**config.mk**
```make
export PLATFORM = sky130hd
export DESIGN_NAME = round_robin_sleep_scheduler
export DESIGN_NICKNAME = d
export VERILOG_FILES = /design/src/rtl/core/rrss_pkg.sv /design/src/rtl/core/rrss_ram.sv /design/src/rtl/core/round_robin_sleep_scheduler.sv
export SDC_FILE = /design/constraint.sdc
export NUM_CORES = 2
export LEC_CHECK = 0
export BUFFER_PORTS_ARGS = -buffer_cell sky130_fd_sc_hd__buf_4
export CAP_MARGIN = 20
export CORE_UTILIZATION = 55
export CTS_BUF_LIST = sky130_fd_sc_hd__clkbuf_2 sky130_fd_sc_hd__clkbuf_4 sky130_fd_sc_hd__clkbuf_8
export DETAILED_ROUTE_END_ITERATION = 8
export PLACE_DENSITY = 0.72
export SLEW_MARGIN = 20
export SYNTH_ARGS = -nofsm -noshare
export SYNTH_HDL_FRONTEND = slang
export SYNTH_SLANG_ARGS = --single-unit
export TNS_END_PERCENT = 20
```
**constraint.sdc**
```tcl
create_clock -name clk -period 10.31 [get_ports clk]
set_clock_uncertainty 0.15 [all_clocks]
set_input_delay 2.062 -clock clk [delete_from_list [all_inputs] [get_ports clk]]
set_output_delay 2.062 -clock clk [all_outputs]
set_load 0.005 [all_outputs]
```
**src/rtl/core/rrss_pkg.sv**
```systemverilog
// ============================================================================
// rrss_pkg: shared types and constants for the round-robin sleep scheduler
// Transaction payloads, action and status codes, and the sequencer states.
// ============================================================================
package rrss_pkg;

  // Table size default and fixed field widths
  localparam int MAX_THREADS_DEF = 16;
  localparam int SLOT_W          = 4;
  localparam int WORD_W          = 64;

  // Action codes
  localparam logic [1:0] ACT_CREATE = 2'd0;
  localparam logic [1:0] ACT_TICK   = 2'd1;
  localparam logic [1:0] ACT_SLEEP  = 2'd2;

  // Status codes
  localparam logic [1:0] STS_OK      = 2'd0;
  localparam logic [1:0] STS_FULL    = 2'd1;
  localparam logic [1:0] STS_NO_RUN  = 2'd2;

  typedef struct packed {
    logic [1:0]        action;
    logic [WORD_W-1:0] context_word;
    logic [WORD_W-1:0] now;
    logic [WORD_W-1:0] wake_time;
  } in_item_t;

  typedef struct packed {
    logic [SLOT_W-1:0] slot;
    logic [WORD_W-1:0] resume_context;
    logic              ran_idle;
    logic [1:0]        status;
  } out_item_t;

  typedef enum logic [3:0] {
    ST_IDLE,
    ST_CR_RD,
    ST_CR_WR1,
    ST_CR_WR2,
    ST_T_START,
    ST_T_LINK,
    ST_T_WALK,
    ST_T_FETCH,
    ST_T_RESULT,
    ST_EMIT
  } state_t;

endpackage

```
**src/rtl/core/rrss_ram.sv**
```systemverilog
// ============================================================================
// rrss_ram: generic single-write, single-read RAM
// One write port and one read port; read data is registered.
// ============================================================================
module rrss_ram
  import rrss_pkg::*;
#(
  parameter int WIDTH = WORD_W,
  parameter int DEPTH = MAX_THREADS_DEF,
  localparam int AW   = $clog2(DEPTH)
) (
  input  logic             clk,
  input  logic             we,
  input  logic [AW-1:0]    waddr,
  input  logic [WIDTH-1:0] wdata,
  input  logic [AW-1:0]    raddr,
  output logic [WIDTH-1:0] rdata
);

  logic [WIDTH-1:0] mem [DEPTH];

  // Write, then register the read
  always_ff @(posedge clk) begin
    if (we) begin
      mem[waddr] <= wdata;
    end
    rdata <= mem[raddr];
  end

endmodule

```
**src/rtl/core/round_robin_sleep_scheduler.sv**
```systemverilog
// ============================================================================
// round_robin_sleep_scheduler: thread table with round-robin pick and sleep
// Creates threads into a linked ring and picks the next runnable thread.
// ============================================================================
// Each transaction gives one result. A create reads the running slot's link,
// writes the new slot and splices it in; a table-full create or an unused
// action goes straight to its result. A tick or sleep reads the running
// slot's link, walks the ring and fetches the chosen context, unless nothing
// is runnable and there is no idle thread: the walk follows the next-slot
// link memory one slot per cycle, feeding the stored wake time of each slot
// through one shared 64-bit compare against now. The input is taken only
// while the sequencer is idle; a finished result waits in the output register
// and does not block the next transaction from being accepted.
module round_robin_sleep_scheduler
  import rrss_pkg::*;
#(
  parameter int MAX_THREADS = MAX_THREADS_DEF
) (
  input  logic      clk,
  input  logic      rst_n,
  input  logic      in_valid,
  output logic      in_ready,
  input  in_item_t  in_data,
  output logic      out_valid,
  input  logic      out_ready,
  output out_item_t out_data
);

  localparam int IW = $clog2(MAX_THREADS);
  localparam int UW = $clog2(MAX_THREADS + 1);
  localparam logic [IW-1:0] IDLE_SLOT = IW'(1);
  localparam logic [UW-1:0] CNT_MAX   = UW'(MAX_THREADS);
  localparam logic [UW-1:0] CNT_ONE   = UW'(1);
  localparam logic [UW-1:0] CNT_TWO   = UW'(2);

  // Control state
  state_t          state_r, state_nxt;
  logic            out_valid_r, out_valid_nxt;
  logic [IW-1:0]   running_r, running_nxt;
  logic [UW-1:0]   slots_used_r, slots_used_nxt;
  logic            sleeping_r [MAX_THREADS];

  // Payload state
  out_item_t       out_data_r, out_data_nxt;
  out_item_t       res_r, res_nxt;
  logic [1:0]      act_r, act_nxt;
  logic [WORD_W-1:0] ctx_in_r, ctx_in_nxt;
  logic [WORD_W-1:0] now_r, now_nxt;
  logic [WORD_W-1:0] wake_in_r, wake_in_nxt;
  logic [IW-1:0]   start_r, start_nxt;
  logic [IW-1:0]   s_r, s_nxt;
  logic [IW-1:0]   pick_r, pick_nxt;
  logic            found_r, found_nxt;
  logic            cur_woken_r, cur_woken_nxt;
  logic            same_r, same_nxt;

  // Memory ports
  logic              link_we;
  logic [IW-1:0]     link_waddr, link_wdata, link_raddr, link_rdata;
  logic              wake_we;
  logic [IW-1:0]     wake_waddr;
  logic [WORD_W-1:0] wake_wdata, wake_rdata;
  logic              ctx_we;
  logic [IW-1:0]     ctx_waddr, ctx_raddr;
  logic [WORD_W-1:0] ctx_wdata, ctx_rdata;

  // Sleep flag write port
  logic              slp_we;
  logic [IW-1:0]     slp_waddr;
  logic              slp_wdata;

  // Walk helpers
  logic              have_idle;
  logic [IW-1:0]     lk;
  logic [IW-1:0]     ns;
  logic              is_cur, cur_sleep, eff_sleep, due, runnable;
  logic [WORD_W-1:0] eff_wake;
  logic [IW-1:0]     pk;

  rrss_ram #(.WIDTH(IW), .DEPTH(MAX_THREADS)) u_link_ram (
    .clk(clk), .we(link_we), .waddr(link_waddr), .wdata(link_wdata),
    .raddr(link_raddr), .rdata(link_rdata)
  );

  rrss_ram #(.WIDTH(WORD_W), .DEPTH(MAX_THREADS)) u_wake_ram (
    .clk(clk), .we(wake_we), .waddr(wake_waddr), .wdata(wake_wdata),
    .raddr(link_raddr), .rdata(wake_rdata)
  );

  rrss_ram #(.WIDTH(WORD_W), .DEPTH(MAX_THREADS)) u_ctx_ram (
    .clk(clk), .we(ctx_we), .waddr(ctx_waddr), .wdata(ctx_wdata),
    .raddr(ctx_raddr), .rdata(ctx_rdata)
  );

  assign in_ready  = (state_r == ST_IDLE);
  assign out_valid = out_valid_r;
  assign out_data  = out_data_r;

  // Only slot 0 exists until the first create; its link points to itself
  assign have_idle = (slots_used_r >= CNT_TWO);
  assign lk        = (slots_used_r == CNT_ONE) ? '0 : link_rdata;
  assign ns        = slots_used_r[IW-1:0];

  // Shared wake compare on the slot under walk
  assign is_cur    = (s_r == running_r);
  assign cur_sleep = is_cur && (act_r == ACT_SLEEP);
  assign eff_sleep = cur_sleep || sleeping_r[s_r];
  assign eff_wake  = cur_sleep ? wake_in_r : wake_rdata;
  assign due       = (now_r >= eff_wake);
  assign runnable  = (!eff_sleep || due) && !(have_idle && (s_r == IDLE_SLOT));

  assign pk = found_r ? pick_r : IDLE_SLOT;

  // Sequencer: next state, memory controls and result assembly
  always_comb begin
    state_nxt      = state_r;
    out_valid_nxt  = out_valid_r;
    out_data_nxt   = out_data_r;
    running_nxt    = running_r;
    slots_used_nxt = slots_used_r;
    res_nxt        = res_r;
    act_nxt        = act_r;
    ctx_in_nxt     = ctx_in_r;
    now_nxt        = now_r;
    wake_in_nxt    = wake_in_r;
    start_nxt      = start_r;
    s_nxt          = s_r;
    pick_nxt       = pick_r;
    found_nxt      = found_r;
    cur_woken_nxt  = cur_woken_r;
    same_nxt       = same_r;

    link_we    = 1'b0;
    link_waddr = running_r;
    link_wdata = ns;
    link_raddr = running_r;
    wake_we    = 1'b0;
    wake_waddr = running_r;
    wake_wdata = wake_in_r;
    ctx_we     = 1'b0;
    ctx_waddr  = running_r;
    ctx_wdata  = ctx_in_r;
    ctx_raddr  = pk;
    slp_we     = 1'b0;
    slp_waddr  = s_r;
    slp_wdata  = 1'b0;

    // Drop the output once it is taken
    if (out_valid_r && out_ready) begin
      out_valid_nxt = 1'b0;
    end

    case (state_r)
      ST_IDLE: begin
        if (in_valid) begin
          act_nxt     = in_data.action;
          ctx_in_nxt  = in_data.context_word;
          now_nxt     = in_data.now;
          wake_in_nxt = in_data.wake_time;
          res_nxt.slot           = SLOT_W'(running_r);
          res_nxt.resume_context = '0;
          res_nxt.ran_idle       = 1'b0;
          res_nxt.status         = STS_OK;
          case (in_data.action)
            ACT_CREATE: begin
              if (slots_used_r >= CNT_MAX) begin
                res_nxt.status = STS_FULL;
                state_nxt      = ST_EMIT;
              end else begin
                state_nxt = ST_CR_RD;
              end
            end
            ACT_TICK, ACT_SLEEP: begin
              state_nxt = ST_T_START;
            end
            default: begin
              state_nxt = ST_EMIT;
            end
          endcase
        end
      end

      // Create: fetch the running slot's link, splice the new slot in after it
      ST_CR_RD: begin
        link_raddr = running_r;
        state_nxt  = ST_CR_WR1;
      end

      ST_CR_WR1: begin
        link_we    = 1'b1;
        link_waddr = ns;
        link_wdata = lk;
        ctx_we     = 1'b1;
        ctx_waddr  = ns;
        wake_we    = 1'b1;
        wake_waddr = ns;
        wake_wdata = '0;
        slp_we     = 1'b1;
        slp_waddr  = ns;
        state_nxt  = ST_CR_WR2;
      end

      ST_CR_WR2: begin
        link_we        = 1'b1;
        link_waddr     = running_r;
        link_wdata     = ns;
        slots_used_nxt = slots_used_r + CNT_ONE;
        res_nxt.slot   = SLOT_W'(ns);
        state_nxt      = ST_EMIT;
      end

      // Tick: read the running slot's link to find where the walk starts
      ST_T_START: begin
        link_raddr = running_r;
        state_nxt  = ST_T_LINK;
      end

      ST_T_LINK: begin
        link_raddr    = lk;
        start_nxt     = lk;
        s_nxt         = lk;
        found_nxt     = 1'b0;
        cur_woken_nxt = 1'b0;
        state_nxt     = ST_T_WALK;
      end

      // Walk one slot per cycle: wake if due, stop at the first runnable one
      ST_T_WALK: begin
        link_raddr = lk;
        if (eff_sleep && due) begin
          slp_we    = 1'b1;
          slp_waddr = s_r;
          if (is_cur) begin
            cur_woken_nxt = 1'b1;
          end
        end
        if (runnable) begin
          found_nxt = 1'b1;
          pick_nxt  = s_r;
          state_nxt = ST_T_FETCH;
        end else if (lk == start_r) begin
          state_nxt = ST_T_FETCH;
        end else begin
          s_nxt = lk;
        end
      end

      // Commit the save and sleep mark, read the chosen context
      ST_T_FETCH: begin
        if (found_r || have_idle) begin
          ctx_raddr = pk;
          ctx_we    = 1'b1;
          if (act_r == ACT_SLEEP) begin
            wake_we   = 1'b1;
            slp_we    = 1'b1;
            slp_waddr = running_r;
            slp_wdata = !cur_woken_r;
          end
          running_nxt      = pk;
          same_nxt         = (pk == running_r);
          res_nxt.slot     = SLOT_W'(pk);
          res_nxt.ran_idle = !found_r;
          state_nxt        = ST_T_RESULT;
        end else begin
          res_nxt.status = STS_NO_RUN;
          state_nxt      = ST_EMIT;
        end
      end

      // Bypass the just-saved word when the same slot resumes
      ST_T_RESULT: begin
        res_nxt.resume_context = same_r ? ctx_in_r : ctx_rdata;
        state_nxt              = ST_EMIT;
      end

      // Hold the result until the output register is free
      ST_EMIT: begin
        if (!out_valid_r || out_ready) begin
          out_data_nxt  = res_r;
          out_valid_nxt = 1'b1;
          state_nxt     = ST_IDLE;
        end
      end

      default: begin
        state_nxt = ST_IDLE;
      end
    endcase
  end

  // Control registers
  always_ff @(posedge clk) begin
    if (!rst_n) begin
      state_r      <= ST_IDLE;
      out_valid_r  <= 1'b0;
      running_r    <= '0;
      slots_used_r <= CNT_ONE;
    end else begin
      state_r      <= state_nxt;
      out_valid_r  <= out_valid_nxt;
      running_r    <= running_nxt;
      slots_used_r <= slots_used_nxt;
    end
  end

  // Sleep flags, cleared at reset
  always_ff @(posedge clk) begin
    if (!rst_n) begin
      for (int i = 0; i < MAX_THREADS; i++) begin
        sleeping_r[i] <= 1'b0;
      end
    end else if (slp_we) begin
      sleeping_r[slp_waddr] <= slp_wdata;
    end
  end

  // Payload registers
  always_ff @(posedge clk) begin
    out_data_r  <= out_data_nxt;
    res_r       <= res_nxt;
    act_r       <= act_nxt;
    ctx_in_r    <= ctx_in_nxt;
    now_r       <= now_nxt;
    wake_in_r   <= wake_in_nxt;
    start_r     <= start_nxt;
    s_r         <= s_nxt;
    pick_r      <= pick_nxt;
    found_r     <= found_nxt;
    cur_woken_r <= cur_woken_nxt;
    same_r      <= same_nxt;
  end

  // Checks
  a_slots_range: assert property (@(posedge clk) disable iff (!rst_n)
    (slots_used_r >= CNT_ONE) && (slots_used_r <= CNT_MAX))
    else $error("slot count out of range");

  a_running_exists: assert property (@(posedge clk) disable iff (!rst_n)
    UW'(running_r) < slots_used_r)
    else $error("running slot not in table");

  a_walk_in_table: assert property (@(posedge clk) disable iff (!rst_n)
    (state_r == ST_T_WALK) |-> (UW'(s_r) < slots_used_r))
    else $error("walk left the table");

  a_idle_result: assert property (@(posedge clk) disable iff (!rst_n)
    (out_valid && out_data.ran_idle) |->
      (out_data.status == STS_OK && out_data.slot == SLOT_W'(IDLE_SLOT)))
    else $error("idle fallback result malformed");

  a_create_grows: assert property (@(posedge clk) disable iff (!rst_n)
    (state_r == ST_CR_WR2) |=> (slots_used_r == $past(slots_used_r) + CNT_ONE))
    else $error("create did not add a slot");

endmodule

```
==> impl_metrics.toml <==
[sta]
slew_violations = 0
finalCriticalPeriod_ns = 6.645
fmax_mhz = 150.5
whs_ns = 0.2647
min_period_over_period_pct = 64.45
rsz0062_at_grt = "false"
setup-violations-final = 0
hold_viol = 0
max-slew-margin-rel_pct = 22.11
tightest_slew_ns = 1.168
fin_setup_tns_ns = 0

[cts]
htreeDepth = 5
path_clk_slew_ns = 0.06
cts_hold_buf = 0
tritoncts = "done"
numCtsBuffers = 422
clock_path_buffers = 4
cts_resized = 0
insertion_delay_ns = 1.10
root_buffer = "clkbuf_8"
cts.sinks = 2629
postCtsSetupRepairBufs = 0

[worst_setup_path]
cp_slowest_cell = "nor4_2"
path_max_fanout = 42
worst_ep_arrival_time_ns = 7.45
worst_ep_required_time_ns = 11.12
critPathBufInv = 0
startpoint_type = "register"
critPathKind = "register to register"
crit_path_end_kind = "register"
critical_path.top_delay_family = "simple AND/OR/NAND/NOR gates"
worstPathCellList = "xor2_1, nor4_1, nand2b_4, mux2i_1, ha_1, nand4_1, nor4_2, nand3_1, or4_1, o21ba_2, a31oi_1, o21bai_1, mux2_2"
max_stage_delay_ns = 1.03

[global_routing]
grt_pass1_wl_um = 374300
overflow = 0
grt_usage_pct = 26.97
grt_pass1_vias = 59630
grt_start_max_net_pins = 201
antenna_found_initial = 6

[layout]
n_fill_cell = 13090
finish.instance_area_mm2 = 0.1149
drive_above_1_share_pct = 20.09
area_growth_pct = 12.83
nets = 7305
fin_cells = 9841
mostFrequentLayoutCells = "2463 x edfxtp_1, 1214 x nand2_1, 477 x clkbuf_8"
final_common_cell = "edfxtp_1"

[synthesis]
synth_flop_cell = "edfxtp_1"
synthCells = 6683
yosys-top-cells-area = "edfxtp_1 73%, nand2_1 4.5%, mux2_2 3.6%, dfxtp_1 3.3%, mux2i_1 2.1%"
yosysUniqueCellTypes = 63
synth_fp_nets = 6950
yosys_register_bits = 2629
synth_top_area_share_pct = 72.63
async_flop_share_pct = 0
seq_area_frac_synth_pct = 75.89
yosysTopAreaCell = "edfxtp_1"
synth_edf_count = 2463
syn_avg_cell_area_um2 = 15.24
netlist_area_mm2 = 0.1018
synth_warnings = 0

[outcome]
outcome = "finished, final reports clean"

[place]
gp_congestion = 0.8370
port_buffers = 270
placedCellCount = 9075
place_hpwl_um = 124900
dpl_cell_area_mm2 = 0.1063

[min_path]
min_path_type = "register to register"

[detailed_routing]
first_iter_violations = 6590
drt_first_pass_iters = 6
vias = 60110
routedWlPerCell_um = 25.88
ant_nets = 0
drc = 0
wl_um = 254700
viasPerCell = 6.108

[floorplanning]
die_w_um = 432.3
die_area_mm2 = 0.1869
die_h_um = 432.3
coreArea_mm2 = 0.1835
pin_count = 271
start_util_pct = 55.50
rows = 157

[power_and_ir_drop]
ir_worst_vdd_uv = 190.5
power.total_mw = 25.98
leakagePower_nw = 39.81
p_per_area_mw_per_mm2 = 226.1

[flow_run]
maxCapViolations = 0
## path summary, 6_finish.rpt
| path | from | end | slack (ns) | depth (start not counted) |
|---|---|---|---|---|
| setup / recovery | running_r[1]$_SDFFE_PN0P_ | register | 3.67 | 13 |
| hold / removal | res_r[9]$_SDFFCE_PN0P_ | out_data[9]$_DFFE_PP_ | 0.26 | 0 |
| setup reg to reg | running_r[1]$_SDFFE_PN0P_ | register | 3.67 | 13 |
| hold reg to reg | res_r[9]$_SDFFCE_PN0P_ | out_data[9]$_DFFE_PP_ | 0.26 | 0 |
## worst register-to-register path, stage by stage, from the launching register on
cell	delay (ns)
dfxtp_1	0.67
xor2_1	0.14
nor4_1	0.63
nand2b_4	0.65
mux2i_1	0.30
ha_1	0.35
nand4_1	0.19
nor4_2	1.03
nand3_1	0.37
or4_1	0.57
o21ba_2	0.29
a31oi_1	0.39
o21bai_1	0.36
mux2_2	0.37
## cells by family (layout without fill, tap and decap cells)
group                    count (synthesis)  after routing  share of synthesized area, %
multiplexers                           546            546                         5.847
buffers and inverters                  466           1156                         2.003
AND/OR/NAND/NOR                       1983           1983                         8.338
XOR/XNOR                                17             17                        0.1462
AO/OA/AOI/OAI                          973            973                         6.928
adder cells (fa/ha/maj)                 69             69                        0.8478
flip-flops                            2629           2629                         75.89
other                                    0              4                             0
## power breakdown
part	leakage [nW]	switching (mW)	total (mW)	internal, mW
Clock	4.55	3.95	8.93	4.98
Sequential	23.7	0.676	14.2	13.5
Combinational	11.6	2.08	2.87	0.792
## metal layers
metal | GRT usage (%) | vias to the layer above | wire, um
met3 | 4.170 | 537 | 20100
met1 | 35.14 | 30280 | 97750
met4 | 11.45 | 2 | 9338
met2 | 45.21 | 2950 | 127500
met5 | 0 | - | 17
li1 | - | 26350 | -
## registers in the layout, summed over array words and instances, names as in the netlist, 71 cells and up, named ones only
register / count
out_data: 71
res_r: 71
u_ctx_ram.mem: 1024
u_wake_ram.mem: 1024
## synthesized netlist by cell type (2+ instances only)
library cell / number
a211oi_1: 67
a21o_1: 8
a21oi_1: 227
a221oi_1: 134
a22o_1: 65
a22oi_1: 5
a311oi_1: 204
a31oi_1: 75
and2_1: 72
and3_1: 138
buf_1: 34
buf_2: 94
buf_4: 6
buf_6: 20
clkbuf_1: 292
dfxtp_1: 166
edfxtp_1: 2463
ha_1: 69
inv_1: 20
mux2_2: 327
mux2i_1: 212
mux2i_4: 2
mux4_2: 4
nand2_1: 1220
nand2b_1: 6
nand3_1: 287
nand4_1: 12
nor2_1: 210
nor2b_1: 9
nor3_1: 9
nor3b_1: 2
nor4_1: 8
o2111ai_1: 16
o211ai_1: 2
o21a_1: 2
o21ai_0: 88
o31ai_1: 2
o32ai_1: 64
or2_2: 2
or4_1: 2
xnor2_1: 9
xor2_1: 8
## per-stage QoR
step / util [%] / worst slack [ns]
global placement: 57.92 / 3.908
detailed placement: 57.93 / 3.739
finish: 62.63 / 3.665
floorplan: - / 3.702
global route: 62.63 / 3.365
CTS: 62.58 / 3.734
## area by class of cell
cell class              count  area (um^2)  share of cell area [%]
flip-flops and latches   2629        77280                   67.26
multi-input cells        3588        22940                   19.97
clock buffers             657         7916                   6.890
well taps                2464         3083                   2.683
repair buffers            377         2983                   2.596
clock inverters           102        600.6                  0.5227
inverters                  20        82.58                 0.07187
diodes                      4        10.01                0.008711
(Power assumes the default switching activity.)
